==> config.mk <==
export PLATFORM = sky130hd
export DESIGN_NAME = char_lcd_nibble_sequencer_core_flat
export DESIGN_NICKNAME = d
export VERILOG_FILES = /design/src/hw/rtl/clcd_pkg.sv /design/src/hw/rtl/clcd_req_if.sv /design/src/hw/rtl/clcd_res_if.sv /design/src/hw/rtl/char_lcd_nibble_sequencer_core.sv /design/src/flat_wrapper.sv
export SDC_FILE = /design/constraint.sdc
export NUM_CORES = 1
export LEC_CHECK = 0
export BUFFER_PORTS_ARGS = -buffer_cell sky130_fd_sc_hd__buf_4
export CORE_UTILIZATION = 35
export CTS_BUF_LIST = sky130_fd_sc_hd__clkbuf_4
export CTS_CLUSTER_DIAMETER = 100
export CTS_CLUSTER_SIZE = 20
export DETAILED_ROUTE_END_ITERATION = 8
export PLACE_DENSITY_LB_ADDON = 0.1
export SLEW_MARGIN = 40
export SYNTH_ARGS = -nofsm -noshare
export SYNTH_HDL_FRONTEND = slang
export SYNTH_SLANG_ARGS = --single-unit
==> constraint.sdc <==
create_clock -name clk -period 4.8 [get_ports clk]
set_input_delay 0.72 -clock clk [delete_from_list [all_inputs] [get_ports clk]]
set_output_delay 0.72 -clock clk [all_outputs]
set_load 0.01 [all_outputs]
==> src/hw/rtl/clcd_pkg.sv <==
`timescale 1ns / 1ps

package clcd_pkg;

    typedef logic [2:0]  opcode_t;
    typedef logic [7:0]  lcd_byte_t;
    typedef logic [15:0] tick_count_t;
    typedef logic [2:0]  cfg_index_t;

    localparam opcode_t OP_TICK   = 3'd0;
    localparam opcode_t OP_CMD    = 3'd1;
    localparam opcode_t OP_DATA   = 3'd2;
    localparam opcode_t OP_CURSOR = 3'd3;
    localparam opcode_t OP_CLEAR  = 3'd4;

    localparam cfg_index_t CFG_NIBBLE_UPPER = 3'd0;
    localparam cfg_index_t CFG_POWER_WAIT   = 3'd1;
    localparam cfg_index_t CFG_ENABLE_WAIT  = 3'd2;
    localparam cfg_index_t CFG_CMD_WAIT     = 3'd3;
    localparam cfg_index_t CFG_CLEAR_WAIT   = 3'd4;

    localparam tick_count_t POWER_WAIT_RST  = 16'd50000;
    localparam tick_count_t ENABLE_WAIT_RST = 16'd1000;
    localparam tick_count_t CMD_WAIT_RST    = 16'd39;
    localparam tick_count_t CLEAR_WAIT_RST  = 16'd1530;

    localparam logic [2:0] INIT_COUNT = 3'd5;
    localparam lcd_byte_t  LCD_CLEAR  = 8'h01;
    localparam lcd_byte_t  DDRAM_SET  = 8'h80;

    function automatic lcd_byte_t init_byte(input logic [2:0] step);
        lcd_byte_t b;
        unique case (step)
            3'd0:    b = 8'h02;
            3'd1:    b = 8'h28;
            3'd2:    b = 8'h0C;
            3'd3:    b = 8'h06;
            default: b = LCD_CLEAR;
        endcase
        return b;
    endfunction

    function automatic logic [6:0] row_base(input logic [1:0] row);
        logic [6:0] b;
        unique case (row)
            2'd0:    b = 7'h00;
            2'd1:    b = 7'h40;
            2'd2:    b = 7'h10;
            default: b = 7'h50;
        endcase
        return b;
    endfunction

endpackage

==> src/hw/rtl/clcd_req_if.sv <==
`timescale 1ns / 1ps

interface clcd_req_if
    import clcd_pkg::*;
();
    logic      valid;
    logic      ready;
    opcode_t   opcode;
    lcd_byte_t byte_value;
    logic [1:0] row;
    logic [5:0] column;

    modport source (output valid, output opcode, output byte_value, output row,
                    output column, input ready);
    modport sink   (input valid, input opcode, input byte_value, input row,
                    input column, output ready);
endinterface

==> src/hw/rtl/clcd_res_if.sv <==
`timescale 1ns / 1ps

interface clcd_res_if
    import clcd_pkg::*;
();
    logic      valid;
    logic      ready;
    lcd_byte_t data_pins;
    logic      select_data;
    logic      read_not_write;
    logic      enable;
    logic      busy_res;
    logic      init_done;
    logic      accepted;

    modport source (output valid, output data_pins, output select_data,
                    output read_not_write, output enable, output busy_res,
                    output init_done, output accepted, input ready);
    modport sink   (input valid, input data_pins, input select_data,
                    input read_not_write, input enable, input busy_res,
                    input init_done, input accepted, output ready);
endinterface

==> src/hw/rtl/char_lcd_nibble_sequencer_core.sv <==
`timescale 1ns / 1ps

// Four-bit character LCD sequencer. Each item on req is one clock tick of the
// LCD timing: opcode 0 just advances the sequencer, opcodes 1..4 (command byte,
// data byte, set cursor, clear) are requests that are taken only when the
// panel is idle and the power-on init (0x02, 0x28, 0x0C, 0x06, clear) has
// finished; a refused request still advances the sequencer. Every item gives
// exactly one result on res with the pin levels after that tick and whether
// the request was taken. One item is accepted per clock; its result appears in
// the output register on the next clock; req stalls only while it is full and
// res is not ready. All delays are counted in items, from the configuration
// registers; the user must write them only while idle, unchecked by the core.
module char_lcd_nibble_sequencer_core
    import clcd_pkg::*;
(
    input  logic        clk,
    input  logic        rst_n,
    input  logic        cfg_wr_en,
    input  cfg_index_t  cfg_index,
    input  tick_count_t cfg_data,
    clcd_req_if.sink    req,
    clcd_res_if.source  res
);

    localparam logic [2:0] PH_POWER = 3'd0;
    localparam logic [2:0] PH_HIGH  = 3'd1;
    localparam logic [2:0] PH_GAP   = 3'd2;
    localparam logic [2:0] PH_LOW   = 3'd3;
    localparam logic [2:0] PH_POST  = 3'd4;
    localparam logic [2:0] PH_IDLE  = 3'd5;

    logic        nibble_upper_reg;
    tick_count_t power_wait_reg;
    tick_count_t enable_wait_reg;
    tick_count_t cmd_wait_reg;
    tick_count_t clear_wait_reg;

    logic [2:0]  phase_reg, phase_next;
    logic [2:0]  init_step_reg, init_step_next;
    tick_count_t wait_count_reg, wait_count_next;
    lcd_byte_t   pending_byte_reg, pending_byte_next;
    logic        pending_select_reg, pending_select_next;
    tick_count_t pending_after_reg, pending_after_next;
    logic        init_finished_reg, init_finished_next;

    logic        res_valid_reg;
    lcd_byte_t   data_pins_reg, data_pins_next;
    logic        select_data_reg;
    logic        enable_reg, enable_next;
    logic        busy_reg, busy_next;
    logic        init_done_reg;
    logic        accepted_reg, accepted_next;

    logic        req_take;
    logic        is_request;
    logic        start;
    lcd_byte_t   start_byte;
    logic        start_select;
    tick_count_t start_after;
    logic [2:0]  step_inc;
    logic [6:0]  cursor_addr;
    logic [3:0]  nibble;

    assign req.ready = !res_valid_reg || res.ready;
    assign req_take  = req.valid && req.ready;

    assign is_request = (req.opcode == OP_CMD) || (req.opcode == OP_DATA) ||
                        (req.opcode == OP_CURSOR) || (req.opcode == OP_CLEAR);
    assign cursor_addr = row_base(req.row) + {1'b0, req.column};
    assign step_inc    = init_step_reg + 3'd1;

    always_comb
    begin
        phase_next          = phase_reg;
        init_step_next      = init_step_reg;
        wait_count_next     = wait_count_reg;
        init_finished_next  = init_finished_reg;
        accepted_next       = 1'b0;
        start               = 1'b0;
        start_byte          = pending_byte_reg;
        start_select        = 1'b0;
        start_after         = cmd_wait_reg;

        if (is_request && phase_reg == PH_IDLE && init_finished_reg)
        begin
            accepted_next = 1'b1;
            start         = 1'b1;
            unique case (req.opcode)
                OP_CMD:    start_byte = req.byte_value;
                OP_DATA:
                begin
                    start_byte   = req.byte_value;
                    start_select = 1'b1;
                end
                OP_CURSOR: start_byte = DDRAM_SET | {1'b0, cursor_addr};
                default:
                begin
                    start_byte  = LCD_CLEAR;
                    start_after = clear_wait_reg;
                end
            endcase
        end
        else
        begin
            unique case (phase_reg)
                PH_POWER:
                begin
                    if (wait_count_reg >= power_wait_reg)
                    begin
                        init_step_next = 3'd0;
                        start          = 1'b1;
                        start_byte     = init_byte(3'd0);
                    end
                    else
                        wait_count_next = wait_count_reg + 16'd1;
                end
                PH_HIGH:
                begin
                    if (wait_count_reg >= enable_wait_reg)
                    begin
                        phase_next      = PH_GAP;
                        wait_count_next = '0;
                    end
                    else
                        wait_count_next = wait_count_reg + 16'd1;
                end
                PH_GAP:
                begin
                    phase_next      = PH_LOW;
                    wait_count_next = '0;
                end
                PH_LOW:
                begin
                    if (wait_count_reg >= enable_wait_reg)
                    begin
                        phase_next      = PH_POST;
                        wait_count_next = '0;
                    end
                    else
                        wait_count_next = wait_count_reg + 16'd1;
                end
                PH_POST:
                begin
                    if (wait_count_reg >= pending_after_reg)
                    begin
                        phase_next      = PH_IDLE;
                        wait_count_next = '0;
                        if (!init_finished_reg)
                        begin
                            init_step_next = step_inc;
                            if (step_inc < INIT_COUNT)
                            begin
                                start      = 1'b1;
                                start_byte = init_byte(step_inc);
                                // last init byte is clear and needs the long wait
                                if (step_inc == INIT_COUNT - 3'd1)
                                    start_after = clear_wait_reg;
                            end
                            else
                                init_finished_next = 1'b1;
                        end
                    end
                    else
                        wait_count_next = wait_count_reg + 16'd1;
                end
                default:
                    phase_next = PH_IDLE;
            endcase
        end

        pending_byte_next   = pending_byte_reg;
        pending_select_next = pending_select_reg;
        pending_after_next  = pending_after_reg;
        if (start)
        begin
            pending_byte_next   = start_byte;
            pending_select_next = start_select;
            pending_after_next  = start_after;
            wait_count_next     = '0;
            phase_next          = PH_HIGH;
        end

        if (phase_next == PH_HIGH || phase_next == PH_GAP)
            nibble = pending_byte_next[7:4];
        else if (phase_next == PH_LOW)
            nibble = pending_byte_next[3:0];
        else
            nibble = 4'h0;

        data_pins_next = nibble_upper_reg ? {nibble, 4'h0} : {4'h0, nibble};
        enable_next    = (phase_next == PH_HIGH) || (phase_next == PH_LOW);
        busy_next      = (phase_next != PH_IDLE);
    end

    always_ff @(posedge clk or negedge rst_n)
    begin
        if (!rst_n)
        begin
            nibble_upper_reg <= 1'b1;
            power_wait_reg   <= POWER_WAIT_RST;
            enable_wait_reg  <= ENABLE_WAIT_RST;
            cmd_wait_reg     <= CMD_WAIT_RST;
            clear_wait_reg   <= CLEAR_WAIT_RST;
        end
        else if (cfg_wr_en)
        begin
            unique case (cfg_index)
                CFG_NIBBLE_UPPER: nibble_upper_reg <= cfg_data[0];
                CFG_POWER_WAIT:   power_wait_reg   <= cfg_data;
                CFG_ENABLE_WAIT:  enable_wait_reg  <= cfg_data;
                CFG_CMD_WAIT:     cmd_wait_reg     <= cfg_data;
                CFG_CLEAR_WAIT:   clear_wait_reg   <= cfg_data;
                default:          ;
            endcase
        end
    end

    always_ff @(posedge clk or negedge rst_n)
    begin
        if (!rst_n)
        begin
            phase_reg          <= PH_POWER;
            init_step_reg      <= '0;
            wait_count_reg     <= '0;
            pending_byte_reg   <= '0;
            pending_select_reg <= 1'b0;
            pending_after_reg  <= '0;
            init_finished_reg  <= 1'b0;
        end
        else if (req_take)
        begin
            phase_reg          <= phase_next;
            init_step_reg      <= init_step_next;
            wait_count_reg     <= wait_count_next;
            pending_byte_reg   <= pending_byte_next;
            pending_select_reg <= pending_select_next;
            pending_after_reg  <= pending_after_next;
            init_finished_reg  <= init_finished_next;
        end
    end

    always_ff @(posedge clk or negedge rst_n)
    begin
        if (!rst_n)
            res_valid_reg <= 1'b0;
        else if (req_take)
            res_valid_reg <= 1'b1;
        else if (res.ready)
            res_valid_reg <= 1'b0;
    end

    always_ff @(posedge clk)
    begin
        if (req_take)
        begin
            data_pins_reg   <= data_pins_next;
            select_data_reg <= pending_select_next;
            enable_reg      <= enable_next;
            busy_reg        <= busy_next;
            init_done_reg   <= init_finished_next;
            accepted_reg    <= accepted_next;
        end
    end

    assign res.valid          = res_valid_reg;
    assign res.data_pins      = data_pins_reg;
    assign res.select_data    = select_data_reg;
    assign res.read_not_write = 1'b0;
    assign res.enable         = enable_reg;
    assign res.busy_res       = busy_reg;
    assign res.init_done      = init_done_reg;
    assign res.accepted       = accepted_reg;

endmodule

==> src/flat_wrapper.sv <==
// flat-port wrapper written by rule: the top's interface ports become plain ports
module char_lcd_nibble_sequencer_core_flat import clcd_pkg::*;
  (clk, rst_n, cfg_wr_en, cfg_index, cfg_data, req_valid, req_opcode, req_byte_value, req_row, req_column, req_ready, res_valid, res_data_pins, res_select_data, res_read_not_write, res_enable, res_busy_res, res_init_done, res_accepted, res_ready);
  clcd_req_if req_i ();
  clcd_res_if res_i ();
  input  logic clk;
  input  logic rst_n;
  input  logic cfg_wr_en;
  input  cfg_index_t cfg_index;
  input  tick_count_t cfg_data;
  input wire logic [$bits(req_i.valid)-1:0] req_valid;
  input wire logic [$bits(req_i.opcode)-1:0] req_opcode;
  input wire logic [$bits(req_i.byte_value)-1:0] req_byte_value;
  input wire logic [$bits(req_i.row)-1:0] req_row;
  input wire logic [$bits(req_i.column)-1:0] req_column;
  output wire logic [$bits(req_i.ready)-1:0] req_ready;
  output wire logic [$bits(res_i.valid)-1:0] res_valid;
  output wire logic [$bits(res_i.data_pins)-1:0] res_data_pins;
  output wire logic [$bits(res_i.select_data)-1:0] res_select_data;
  output wire logic [$bits(res_i.read_not_write)-1:0] res_read_not_write;
  output wire logic [$bits(res_i.enable)-1:0] res_enable;
  output wire logic [$bits(res_i.busy_res)-1:0] res_busy_res;
  output wire logic [$bits(res_i.init_done)-1:0] res_init_done;
  output wire logic [$bits(res_i.accepted)-1:0] res_accepted;
  input wire logic [$bits(res_i.ready)-1:0] res_ready;
  assign req_i.valid = req_valid;
  assign req_i.opcode = req_opcode;
  assign req_i.byte_value = req_byte_value;
  assign req_i.row = req_row;
  assign req_i.column = req_column;
  assign req_ready = req_i.ready;
  assign res_valid = res_i.valid;
  assign res_data_pins = res_i.data_pins;
  assign res_select_data = res_i.select_data;
  assign res_read_not_write = res_i.read_not_write;
  assign res_enable = res_i.enable;
  assign res_busy_res = res_i.busy_res;
  assign res_init_done = res_i.init_done;
  assign res_accepted = res_i.accepted;
  assign res_i.ready = res_ready;
  char_lcd_nibble_sequencer_core u_core (.clk(clk), .rst_n(rst_n), .cfg_wr_en(cfg_wr_en), .cfg_index(cfg_index), .cfg_data(cfg_data), .req(req_i), .res(res_i));
endmodule
==> flow_metrics.tcl, run 1 <==
set metrics [dict create \
    cts.clk_slew.worst_paths_ns 0.12 \
    skew_ns 0.01612 \
    postCtsSetupBuffers 0 \
    ant_nets 0 \
    worstPathCellList "inv_1 > ha_1 > nand2b_1 > a211oi_1 > o21a_1 > o21ai_1 > nor3_1 > o21a_1 > nand2_1 > o311ai_1" \
    critPathMaxStageDelay_ns 0.66 \
    cp_slowest_cell "o21a_1" \
    setup_tns_ns 0 \
    p_leak_nw 3.510 \
    synth_edf_count 13 \
    wire_per_inst_um 16.32 \
    yosys.area.top_type "dfrtp_1" \
    hp-class "in2async" \
    cts_tree "done" \
    reg2reg_to "u_core.wait_count_reg[12]" \
    synth_seq_area_share 0.4608 \
    ys_seq_elements 127 \
    grt_pass1_vias 5248 \
    cp_common_cell "o21a_1" \
    first_pass_iters 4 \
    async_flop_share 0.8976 \
    grt_antenna_before_repair 1 \
    cts_sinks 127 \
    cp.required_ns 5.23 \
    slew_headroom 0.4652 \
    netlist_area_mm2 0.007106 \
    insertion_delay_ns 0.53 \
    cts_buffers 17 \
    die_height_um 144.5 \
    grtUsageTotal 0.1757 \
    n_fill_cell 1986 \
    grt_pass1_wl_um 27550 \
    ir_worst_vdd_mv 0.1290 \
    setup.worst_path.start_class "flop" \
    cts.path.max_buffers 2 \
    drv_slew 0 \
    grt_setup_unrepaired "false" \
    yosysWarnings 0 \
    maxCapViolCount 0 \
    fmax_ghz 0.2955 \
    synth_ff_type "dfrtp_1" \
    dp_slack_ns 1.402 \
    synth_area_leaders "dfrtp_1 (31%), ha_1 (9.9%), dfstp_2 (9.2%)" \
    dp_hpwl_um 11900 \
    hold_viol 0 \
    cts_max_level 4 \
    synth_top_area_frac 0.3134 \
    place.gp.congestion 0.7937 \
    power_mw 2.603 \
    clock-root-buffer "clkbuf_4" \
    crit_arrival_ns 3.81 \
    status "finished, final reports clean" \
    coreArea_mm2 0.01965 \
    tightest_slew_ns 0.8023 \
    finalSetupViolCount 0 \
    rows 51 \
    grt_max_degree 46 \
    drive_gt1_frac 0.2322 \
    synthCells 706 \
    critical_path_class "reg2reg" \
    hold_buffers 0 \
    setup_ws_ns 1.415 \
    wirelength_um 16930 \
    die_x_um 144.5 \
    period_share 0.7051 \
    cp-end-kind "flop" \
    finalNetCount 857 \
    drtIter0Drc 213 \
    cts_resized 0 \
    synth_nets 805 \
    num_vias 5250 \
    syn_avg_cell_area_um2 10.06 \
    via_per_inst 5.063 \
    final_cell_mix "nand2_1 (95), dfrtp_1 (89), buf_4 (63)" \
    area_delta_synth_final_pct 13.79 \
    start_util 0.3615 \
    r2r_cells 10 \
    rr_startpoint "u_core.wait_count_reg[0]" \
    layout_commonest_cell "nand2_1" \
    io_buffers 57 \
    gr-total-overflow 0 \
    fin_crit_ns 3.385 \
    synth_cell_type_count 68 \
    power_density_mw_per_mm2 321.9 \
    pin_count 59 \
    r2r_setup_slack_ns 1.42 \
    die_area_mm2 0.02088 \
    path_max_fanout 20 \
    drc_errors 0 \
]
[Yosys cell counts, drive strengths merged, types with 2 or more instances]
master   number
a32o          3
o211ai        6
buf          13
a22oi         2
nor2         33
nand3        23
o21ai        70
a21o          4
o311ai        2
mux2i        27
nor3         11
nand2        95
nand4         7
dfrtp        89
a31o          4
ha           56
a2111oi       2
nand2b        7
and4          2
o31ai         4
and2          5
xnor2         3
clkbuf       17
a21oi        24
a21boi        2
dfstp        25
o32a          2
a22o          7
o21a          8
and3          5
or2           4
nor2b         7
inv          54
a31oi         6
nor3b         2
mux2         35
nor4          5
edfxtp       13
a211oi        7
a221oi        5
[cell families (layout without fill, tap and decap cells)]
group / after synthesis / in the layout / synth area share
compound gates: 163 / 163 / 0.1476
xor+xnor: 4 / 4 / 0.005988
fa+ha+maj: 56 / 56 / 0.09861
buf+inv: 84 / 149 / 0.04966
flops: 127 / 127 / 0.4608
mux: 62 / 62 / 0.09350
other cells: 1 / 2 / 0.0005278
simple gates: 209 / 209 / 0.1433
[critical path: cells and delay by family (launching register included)]
family                     cells  cell delay (ns)
buffers and inverters          1             0.10
DFF                            1             0.42
adders and majority gates      1             0.28
and+or+nand+nor                3             0.76
AOI/OAI and AO/OA              5             1.72
[metal layers]
layer	global-route usage	vias up	share of wire
li1	-	2613	-
met1	0.2241	2545	0.48
met2	0.2978	85	0.48
met3	0.04007	7	0.032
met4	0.04598	0	0.0096
met5	0	-	0
[area by class of cell]
type / count / area (µm²) / area share
diodes: 1 / 2.502 / 0.0003095
clock buffers: 18 / 135.1 / 0.01671
clock inverters: 14 / 148.9 / 0.01842
inverters: 54 / 202.7 / 0.02507
multi-input cells: 495 / 3517 / 0.4350
flip-flops and latches: 127 / 3274 / 0.4050
well taps: 265 / 331.6 / 0.04101
repair buffers: 63 / 473.0 / 0.05850
[through the flow]
| stage | cell area [µm²] | utilization | std cells | hold slack (ns) |
|---|---|---|---|---|
| floorplan | 7106 | - | 706 | 0.4244 |
| global placement | 7776 | 0.3957 | 1004 | 0.4621 |
| detailed placement | 7791 | 0.3964 | 1004 | 0.4794 |
| CTS | 8075 | 0.4109 | 1036 | 0.1596 |
| global route | 8085 | 0.4114 | 1037 | 0.1639 |
| finish | 8085 | 0.4114 | 1037 | 0.1994 |
[worst max-delay path by stage]
| stage | endpoint | depth (start not counted) | startpoint | slack [ns] |
|---|---|---|---|---|
| 2_1_floorplan | u_core.res.data_pins[1] | 10 | u_core.wait_count_reg[0] | 2.10 |
| 3_5_place_dp | u_core.pending_byte_reg[5] | 10 | u_core.wait_count_reg[0] | 1.40 |
| 4_1_cts | u_core.pending_byte_reg[5] | 10 | u_core.wait_count_reg[0] | 1.40 |
| 5_1_grt | u_core.wait_count_reg[12] | 10 | u_core.wait_count_reg[0] | 1.12 |
| 6_report | u_core.wait_count_reg[12] | 10 | u_core.wait_count_reg[0] | 1.42 |
| 3_3_place_gp | u_core.wait_count_reg[13] | 7 | res_ready | 1.31 |
[where the power goes]
group / internal (mW) / switching [mW] / leakage, nW
registers: 1.25 / 0.0766 / 1.52
clock network: 0.357 / 0.415 / 0.154
logic: 0.230 / 0.271 / 1.83
No activity file was read; power rests on OpenSTA's default activity.
==> run 2, diff against run 1 <==
==> constraint.sdc (replaced) <==
create_clock -name clk -period 3.5 [get_ports clk]
set_input_delay 0.525 -clock clk [delete_from_list [all_inputs] [get_ports clk]]
set_output_delay 0.525 -clock clk [all_outputs]
set_load 0.01 [all_outputs]
==> flow_metrics.tcl, run 2 (synthesized netlist as in run 1, its figures left out) <==
set metrics [dict create \
    status "finished, final reports clean" \
    setup_tns_ns 0 \
    cts_max_level 4 \
    hold_viol 0 \
    fin_crit_ns 3.150 \
    drive_gt1_frac 0.2368 \
    gr-total-overflow 0 \
    fmax_ghz 0.3175 \
    finalNetCount 863 \
    wirelength_um 16850 \
    final_cell_mix "nand2_1 (95), dfrtp_1 (89), buf_4 (66)" \
    insertion_delay_ns 0.55 \
    grt_max_degree 64 \
    die_area_mm2 0.02088 \
    grt_pass1_vias 5451 \
    drv_slew 0 \
    clock-root-buffer "clkbuf_4" \
    path_max_fanout 19 \
    num_vias 5316 \
    first_pass_iters 4 \
    cp.required_ns 3.98 \
    cts.clk_slew.worst_paths_ns 0.12 \
    period_share 0.9000 \
    cts.path.max_buffers 2 \
    power_density_mw_per_mm2 454.8 \
    crit_family "simple AND/OR/NAND/NOR gates" \
    dp_slack_ns 0.2839 \
    place.gp.congestion 0.8428 \
    cp-end-kind "flop" \
    pin_count 59 \
    via_per_inst 5.097 \
    critical_path_class "reg2reg" \
    power_mw 3.732 \
    grtUsageTotal 0.1769 \
    crit_arrival_ns 3.63 \
    crit_buf_inv 2 \
    wire_per_inst_um 16.15 \
    hp-class "in2async" \
    coreArea_mm2 0.01965 \
    finalSetupViolCount 0 \
    rr_startpoint "u_core.wait_count_reg[0]" \
    die_x_um 144.5 \
    die_height_um 144.5 \
    dp_hpwl_um 12100 \
    slew_headroom 0.5178 \
    cp_slowest_cell "a2111oi_0" \
    layout_commonest_cell "nand2_1" \
    io_buffers 57 \
    tightest_slew_ns 0.7233 \
    drtIter0Drc 293 \
    grt_pass1_wl_um 27800 \
    worstPathCellList "inv_1 > ha_1 > nand2b_1 > a2111oi_0 > or4b_4 > nand3_4 > a31o_2 > nor2_2 > buf_4 > and2_1 > a22o_1" \
    ant_nets 0 \
    rows 51 \
    drc_errors 0 \
    grt_setup_unrepaired "false" \
    cts_tree "done" \
    ir_worst_vdd_mv 0.1940 \
    cts_sinks 127 \
    start_util 0.3615 \
    skew_ns 0.01981 \
    maxCapViolCount 0 \
    critPathMaxStageDelay_ns 0.51 \
    critPathLaunch "u_core.wait_count_reg[0]" \
    area_delta_synth_final_pct 15.48 \
    grt_antenna_before_repair 1 \
    cts_buffers 17 \
    setup.worst_path.start_class "flop" \
    postCtsSetupBuffers 0 \
    setup_ws_ns 0.3499 \
    n_fill_cell 1994 \
    p_leak_nw 3.588 \
]
==> run 2: repair_timing <==
item | CTS | global route
hold buffers | 0 | 0
resized for setup | 0 | 1
setup endpoints to repair | 0 | 2
==> run 2: cell type report <==
type	instances	area, µm²	area share
diodes	1	2.502	0.0003050
multi-input cells	495	3496	0.4260
clock buffers	24	180.2	0.02196
inverters	54	202.7	0.02470
repair buffers	69	555.5	0.06770
clock inverters	8	162.7	0.01982
flip-flops and latches	127	3274	0.3991
well taps	265	331.6	0.04041
==> run 2: final timing paths <==
check,end,slack [ns],cells past startpoint
max in group asynchronous,u_core.power_wait_reg[9],2.64,2
min in group clk,u_core.res.valid,0.18,2
worst max-delay path,u_core.wait_count_reg[3],0.35,11
worst min-delay path,u_core.pending_byte_reg[7],0.01,1
worst max register to register,u_core.wait_count_reg[3],0.35,11
worst min register to register,u_core.pending_after_reg[10],0.49,2
==> run 2: per-layer routing <==
metal	vias up	wire length, µm	track usage
met2	105	8300	0.3011
met4	0	323	0.06759
met3	23	543	0.03874
met5	-	0	0
li1	2616	-	-
met1	2572	7683	0.2178
==> run 2: through the flow <==
stage	cells	cell area (µm²)	util	hold WS, ns
after floorplan	706	7106	-	0.2294
after global placement	1010	7859	0.3999	0.4645
after detailed placement	1010	7859	0.3999	0.4706
after CTS	1042	8202	0.4173	0.0009913
after global routing	1043	8205	0.4175	0.007136
final	1043	8205	0.4175	0.01019
==> run 2: report_power, final <==
| part | internal (mW) | total, mW | switching [mW] |
|---|---|---|---|
| Clock | 0.690 | 1.22 | 0.531 |
| Combinational | 0.321 | 0.688 | 0.367 |
| Sequential | 1.72 | 1.82 | 0.103 |
==> run 2: worst reg2reg max path: stages (launching register included) <==
cell and delay [ns]:
dfrtp_1 0.42, inv_1 0.11, ha_1 0.27, nand2b_1 0.14, a2111oi_0 0.51, or4b_4 0.26, nand3_4 0.09, a31o_2 0.29
nor2_2 0.37, buf_4 0.31, and2_1 0.18, a22o_1 0.14
==> run 3, diff against run 2 <==
--- a/config.mk
+++ b/config.mk
@@ -5,7 +5,7 @@
 export SDC_FILE = /design/constraint.sdc
 export NUM_CORES = 1
 export LEC_CHECK = 0
-export BUFFER_PORTS_ARGS = -buffer_cell sky130_fd_sc_hd__buf_4
+export BUFFER_PORTS_ARGS = -buffer_cell sky130_fd_sc_hd__buf_2
 export CORE_UTILIZATION = 35
 export CTS_BUF_LIST = sky130_fd_sc_hd__clkbuf_4
 export CTS_CLUSTER_DIAMETER = 100
==> flow_metrics.tcl, run 3 (synthesized netlist as in run 1, its figures left out) <==
set metrics [dict create \
    maxCapViolCount 0 \
    fmax_ghz 0.3113 \
    rr_startpoint "u_core.enable_wait_reg[9]" \
    cts.clk_slew.worst_paths_ns 0.11 \
    die_x_um 144.5 \
    gr-total-overflow 0 \
    slew_headroom 0.5542 \
    finalNetCount 865 \
    cts_tree "done" \
    r2r_cells 10 \
    grt_setup_unrepaired "false" \
    wirelength_um 16710 \
    combPwrFrac 0.190 \
    ir_worst_vdd_mv 0.1891 \
    cts_resized 0 \
    critPathLaunch "u_core.enable_wait_reg[9]" \
    hp-class "in2reg" \
    hold_viol 0 \
    cts_buffers 17 \
    power_frac_clock 0.293 \
    pin_count 59 \
    p_leak_nw 3.503 \
    grt-busiest-layer "met2" \
    critPathCapture "u_core.wait_count_reg[13]" \
    r2r_setup_slack_ns 0.29 \
    setup.worst_path.start_class "flop" \
    p_sw_frac 0.2882 \
    critical_path_class "reg2reg" \
    reg2reg_to "u_core.wait_count_reg[13]" \
    ant_nets 0 \
    fin_crit_ns 3.212 \
    io_buffers 57 \
    finalSetupViolCount 0 \
    drtIter0Drc 373 \
    first_pass_iters 4 \
    coreArea_mm2 0.01965 \
    wire_per_inst_um 15.99 \
    clock-root-buffer "clkbuf_4" \
    drive_gt1_frac 0.2349 \
    intPower_mw 2.513 \
    cp-end-kind "flop" \
    period_share 0.9177 \
    use_met2 0.2945 \
    tightest_slew_ns 0.6688 \
    rows 51 \
    cts_sinks 127 \
    grtUsageTotal 0.1746 \
    final_cell_mix "nand2_1 (95), dfrtp_1 (89), ha_1 (56), buf_2 (56), inv_1 (54)" \
    grt_use_met1 0.2212 \
    hold_buffers 0 \
    status "finished, final reports clean" \
    path_max_fanout 20 \
    via_per_inst 5.099 \
    grt_pass1_vias 5377 \
    postCtsSetupBuffers 0 \
    die_height_um 144.5 \
    place.gp.congestion 0.8204 \
    power_density_mw_per_mm2 440.1 \
    die_area_mm2 0.02088 \
    drc_errors 0 \
    skew_ns 0.01399 \
    power_mw 3.530 \
    power_switching_mw 1.018 \
    grt_util_met3 0.03974 \
    start_util 0.3615 \
    area_delta_synth_final_pct 12.89 \
    cp.required_ns 3.93 \
    grt_max_degree 59 \
    cts_max_level 4 \
    grt_antenna_before_repair 1 \
    final_util 0.4081 \
    insertion_delay_ns 0.53 \
    drv_slew 0 \
    num_vias 5328 \
    setup_tns_ns 0 \
    dp_cells 1011 \
    grt_pass1_wl_um 27510 \
    power_frac_seq 0.517 \
    crit_arrival_ns 3.64 \
    cts.path.max_buffers 2 \
    layout_commonest_cell "nand2_1" \
    stdcell_count 1045 \
    dp_hpwl_um 11840 \
]
-- run 3: changes by cell type in the layout (fill, tap and decap cells not counted), moves of 2 or more --
cell / previous run / this run
buf_2: 0 / 56
buf_4: 66 / 11
clkbuf_4: 24 / 18
clkinv_2: 1 / 5
clkinvlp_4: 0 / 3
bufinv_16: 5 / 3
-- run 3: worst max-delay path, stage by stage, from the launching register on --
cell and delay (ns):
dfstp_2 0.53, inv_1 0.05, ha_1 0.28, and4_1 0.22
a21o_1 0.17, o21ai_0 0.26, o21ai_1 0.17, nor3_1 0.27
o21a_1 0.61, nand2_1 0.24, o311ai_1 0.32
-- run 3: worst min path at each step --
stage	startpoint	endpoint	cells past startpoint
4_1_cts	rst_n	u_core.power_wait_reg[1]	1
5_1_grt	req_valid	u_core.res.valid	2
6_report	req_valid	u_core.res.valid	2
3_3_place_gp	u_core.pending_byte_reg[5]	u_core.pending_byte_reg[5]	2
2_1_floorplan	rst_n	u_core.clear_wait_reg[0]	0
3_5_place_dp	u_core.pending_select_reg	u_core.pending_select_reg	2
-- run 3: cell type report --
type / count / area [µm²]
fillers: 1980 / 11630
multi-input cells: 495 / 3502
flip-flops and latches: 127 / 3274
repair buffers: 71 / 424.2
well taps: 265 / 331.6
inverters: 54 / 202.7
clock inverters: 14 / 148.9
clock buffers: 18 / 135.1
diodes: 1 / 2.502
-- run 3: metrics by stage --
step | hold WS (ns) | instance area [µm²] | setup WS (ns)
after global placement | 0.4646 | 7721 | 0.4731
after floorplan | 0.2294 | 7106 | 0.7953
final | 0.1891 | 8021 | 0.2882
after global routing | 0.1306 | 8021 | 0.06259
after detailed placement | 0.4655 | 7721 | 0.3972
after CTS | 0.04592 | 8005 | 0.3209
-- run 3: power by group through the flow --
stage / clock network [mW] / registers, mW / logic [mW]
floorplan: 0 / 1.83 / 0.478
global route: 1.15 / 1.85 / 0.775
finish: 1.03 / 1.82 / 0.672
global placement: 0 / 1.84 / 0.654
detailed placement: 0 / 1.85 / 0.677
CTS: 1.08 / 1.82 / 0.682
-- run 3: per-layer routing --
layer | wire (µm) | part of all wire
met3 | 512 | 0.031
met4 | 179 | 0.011
met1 | 7950 | 0.48
met2 | 8067 | 0.48
met5 | 0 | 0
